## src/sv/ksm_pkg.sv

```systemverilog
// ----------------------------------------------------------------------------
// ksm_pkg
// Shared sizes, action and status codes, entry types and helpers of the
// key sequence matcher.
// ----------------------------------------------------------------------------
package ksm_pkg;

	localparam int MAX_KEYS       = 4;
	localparam int TABLE_ENTRIES  = 128;
	localparam int FUNCTION_COUNT = 128;

	localparam int IDX_W  = $clog2(TABLE_ENTRIES);
	localparam int KEY_W  = 32;
	localparam int LEN_W  = 3;
	localparam int FUNC_W = 7;
	localparam int ACT_W  = 2;
	localparam int ST_W   = 3;
	localparam int BYTE_W = 8;

	localparam logic [ACT_W-1:0] ACT_KEY    = 2'd0;
	localparam logic [ACT_W-1:0] ACT_BIND   = 2'd1;
	localparam logic [ACT_W-1:0] ACT_REMOVE = 2'd2;
	localparam logic [ACT_W-1:0] ACT_CLEAR  = 2'd3;

	localparam logic [ST_W-1:0] ST_PENDING  = 3'd0;
	localparam logic [ST_W-1:0] ST_MATCHED  = 3'd1;
	localparam logic [ST_W-1:0] ST_UNKNOWN  = 3'd2;
	localparam logic [ST_W-1:0] ST_BOUND    = 3'd3;
	localparam logic [ST_W-1:0] ST_REMOVED  = 3'd4;
	localparam logic [ST_W-1:0] ST_NOTFOUND = 3'd5;
	localparam logic [ST_W-1:0] ST_FULL     = 3'd6;
	localparam logic [ST_W-1:0] ST_CLEARED  = 3'd7;

	// one stored binding; the valid bit lives in flip-flops beside the memory
	typedef struct packed {
		logic [LEN_W-1:0]  len;
		logic [KEY_W-1:0]  keys;
		logic [FUNC_W-1:0] func;
	} entry_t;

	localparam int ENTRY_W = $bits(entry_t);

	typedef struct packed {
		logic exact;
		logic prefix;
	} match_t;

	// keep the low n bytes of a key word
	function automatic logic [KEY_W-1:0] byte_mask(input logic [LEN_W-1:0] n);
		logic [KEY_W-1:0] m;
		m = '0;
		for (int b = 0; b < MAX_KEYS; b++) begin
			if (LEN_W'(b) < n) begin
				m[b*BYTE_W +: BYTE_W] = '1;
			end
		end
		return m;
	endfunction

	// zero counts as one, anything above MAX_KEYS as MAX_KEYS
	function automatic logic [LEN_W-1:0] clamp_len(input logic [LEN_W-1:0] raw);
		logic [LEN_W-1:0] l;
		l = raw;
		if (l == '0) begin
			l = LEN_W'(1);
		end
		if (l > LEN_W'(MAX_KEYS)) begin
			l = LEN_W'(MAX_KEYS);
		end
		return l;
	endfunction

endpackage

```

## src/sv/ksm_match.sv

```systemverilog
// ----------------------------------------------------------------------------
// ksm_match
// Compares one table entry against a query sequence: exact equality and
// proper-prefix test.
// ----------------------------------------------------------------------------
module ksm_match (
	input  logic                         entry_valid,
	input  ksm_pkg::entry_t              entry,
	input  logic [ksm_pkg::KEY_W-1:0]    query_keys,
	input  logic [ksm_pkg::LEN_W-1:0]    query_len,
	output ksm_pkg::match_t              result
);

	import ksm_pkg::*;

	logic [KEY_W-1:0] masked_keys;

	assign masked_keys = entry.keys & byte_mask(query_len);

	always_comb begin
		result.exact  = entry_valid && (entry.len == query_len) && (entry.keys == query_keys);
		result.prefix = entry_valid && (entry.len > query_len) && (masked_keys == query_keys);
	end

endmodule

```

## config.mk

```make
export PLATFORM = sky130hd
export DESIGN_NAME = ksm_match
export DESIGN_NICKNAME = d
export VERILOG_FILES = /design/src/sv/ksm_pkg.sv /design/src/sv/ksm_match.sv
export SDC_FILE = /design/constraint.sdc
export NUM_CORES = 1
export LEC_CHECK = 0
export BUFFER_PORTS_ARGS = -buffer_cell sky130_fd_sc_hd__clkbuf_2
export CAP_MARGIN = 20
export CORE_MARGIN = 1
export CORE_UTILIZATION = 30
export DETAILED_ROUTE_END_ITERATION = 6
export PLACE_DENSITY_LB_ADDON = 0.1
export SLEW_MARGIN = 20
export SYNTH_ARGS = -nofsm -noshare
export SYNTH_HDL_FRONTEND = slang
export SYNTH_SLANG_ARGS = --single-unit
```

## constraint.sdc

```tcl
create_clock -name vclk -period 2.3
set_input_delay 0.46 -clock vclk [all_inputs]
set_output_delay 0.46 -clock vclk [all_outputs]
set_load 0.05 [all_outputs]
```

## After elaboration in Yosys (flattened, before gate mapping)

Cells that the tools add are included.

- Magnitude comparators: 5
- Bitwise logic cells: 1
- Mux-type cells: 4
- Equality and inequality tests: 3
- Reduce and logical (&&, ||, !) cells: 4

Operators by type and width:

| cell | number |
|---|---|
| $eq 32x32->1 | 2 |
| $and 32x32->32 | 1 |
| $mux 8 | 4 |
| $lt 1x3->1 const A | 2 |
| $lt 2x3->1 const A | 2 |
| $logic_and 1x1->1 | 4 |
| $eq 3x3->1 | 1 |
| $gt 3x3->1 | 1 |

- Output and inout port bits: 2
- Flip-flop bits (word level): 0
- Input bits: 78

## Logic depth before layout (Yosys ltp)

- Word-level depth: 5
- Depth in mapped cells: 7

## Worst setup path before layout

OpenSTA, ideal clock, no wires.

- Path type: input to output
- From: input port query_len[2] (netlist bit)
- To: output port result[1] (netlist bit)
- Stages on the path: 7
- Path buffers: 0
- Path slack: -1073 ps
- Data arrival time: 2913 ps
- Data required time: 1840 ps
- Path through: inv_2 ha_1 nand3_1 a221o_1 nor3_1 nand4_1 nor4_1

RTL lines:

| element | line | source |
|---|---|---|
| start: declaration | ksm_match.sv:10 | `input logic [ksm_pkg::LEN_W-1:0] query_len,` |
| end: declaration | ksm_match.sv:11 | `output ksm_pkg::match_t result` |

==> reports/metrics.cfg <==
[outcome]
status=finished, violations left
violations=negative setup slack

[logic_synthesis]
yosys-top-cells-area=inv_1 (14%), nand2b_1 (8.6%), o2111ai_1 (5.5%)
netlist_top_cells_count=inv_1 (29), nand2b_1 (11), o22ai_1 (7)
syn_inst=124
syn-mean-instance-area_um2=6.47
yosysWarnings=0
synthMostInstantiatedCell=inv_1
netlist_area_um2=802
synth_largest_area_cell=inv_1
synth_nets=205
synth_top_area_share_pct=13.6
synth-seq-area-share_pct=0
synth_cell_type_count=37

[finish]
final_core_util_pct=61.4
seq_cells=0
register_area_um2=0
finalNetCount=303
syn2layout_area_growth_pct=91.4
stdcell_count=250
drive_above_1_share_pct=52.7
n_antenna_cell=0
n_clock_buffer=0

[drt]
via_per_inst=5.43
first_pass_iters=4
totalWireLength_um=3290
drt_iter0_drc=31
drc=0
vias=1357
drtAntennaViolNets=0
wl_per_cell_um=13.2

[floorplan]
rows=18
die_height_um=53.7
fp.dieW_um=53.7
start_util_pct=32.1
dieArea_um2=2880
io_pins=80
core-area_um2=2500

[job]
cap_violations=0

[place]
place_congestion=0.804
dp_cells=250
hpwl_um=2900
io_buffers=73

[global_routing]
grt_pass1_wl_um=5160
grt_max_degree=7
grt_use_total_pct=24.3
grt-ovfl-total=0
antenna_found_initial=0
grt_pass1_vias=1287

[hold_path]
whs_path_depth=5
hold_start=entry[17]
min_path_type=in2out

[timing]
period_share_pct=106
tightest_slew_ns=0.399
finalHoldViolCount=0
min_period_ns=2.44
relSlewSlack_pct=73.4
finalSetupViolCount=2
setup_slack_ns=-0.141
slew_viol_final=0
fmax_mhz=410
rsz0062_at_grt=true
fin_hold_ws_ns=1.40
setup_tns_ns=-0.233

[critical_path]
endpoint_kind=output pin
cp_max_fo=2
crit_path_start_kind=input pin
worstSetupStartpoint=query_keys[10]
crit_type=in2out
crit_end=result[0]
cp.arrival_ns=1.98
worst_ep_required_time_ns=1.84

[power_and_ir_drop]
powerDensity_nw_per_um2=159
irDropWorstVdd_mv=0.0914
leakagePower_nw=0.808

[clock_tree]
cts_hold_buf=0
cts_setup_buffers=0

## metal layers
layer / share of wire (%) / up-vias / GRT usage, %
met5: 0 / - / 0
met4: 1.7 / 0 / 6.14
met3: 6.9 / 8 / 0.282
met2: 51 / 70 / 47.3
met1: 40 / 608 / 28.7
li1: - / 671 / -
## worst min path at each step
stage | endpoint | slack (ns)
after floorplan | result[1] | 1.16
after global placement | result[1] | 1.39
after detailed placement | result[1] | 1.39
after CTS | result[1] | 1.40
after global routing | result[1] | 1.43
final | result[1] | 1.40
## cell families after synthesis
kind of cell | synth area share [%]
compound gates | 40.2
xor+xnor | 2.18
fa+ha+maj | 4.68
buf+inv | 14.5
simple gates | 38.4
## layout by cell type, fill, tap and decap left out, drive strengths merged, types with 3 or more instances in the layout
| cell type | n |
|---|---|
| clkbuf | 69 |
| inv | 31 |
| buf | 27 |
| nand2b | 11 |
| o22ai | 7 |
| nor4 | 7 |
| nor3 | 6 |
| o2111ai | 5 |
| o21ai | 5 |
| nor2b | 5 |
| a221oi | 4 |
| nor2 | 4 |
| nand4 | 3 |
| o2bb2ai | 3 |
| ha | 3 |
| nand3 | 3 |
## report_power, final
part / internal (W) / leakage [nW] / switching, W
logic: 0.000130 / 0.808 / 0.000114
registers: 0 / 0 / 0
clock network: 0 / 0 / 0
total: 0.000130 / 0.808 / 0.000114
## repair_timing
item / CTS / global route
setup endpoints to repair: 2 / 2
gates cloned: 0 / 0
endpoints found under the hold margin: 0 / 0
pin swaps: 9 / 4
resized for setup: 5 / 6
## per-stage QoR
| stage | total power (W) | cell area (um^2) | setup WS [ns] |
|---|---|---|---|
| detailed placement | 0.000232 | 1480 | -0.261 |
| finish | 0.000244 | 1540 | -0.141 |
| CTS | 0.000240 | 1520 | -0.248 |
| floorplan | 0.0000945 | 876 | -0.109 |
| global placement | 0.000225 | 1480 | -0.212 |
| global route | 0.000269 | 1540 | -0.225 |
## layout make-up
class              instances  area (um^2)
fillers                  237          965
multi-input cells         93          785
repair buffers            96          589
inverters                 31          124
well taps                 30         37.5
## worst max-delay path, stage by stage
cell	delay (ns)
clkbuf_2	0.12
nor4_4	0.30
nand4_1	0.19
a2111oi_4	0.36
o221ai_2	0.16
nor4_4	0.22
buf_12	0.18
Note: power is estimated with default switching activity, not from simulation.
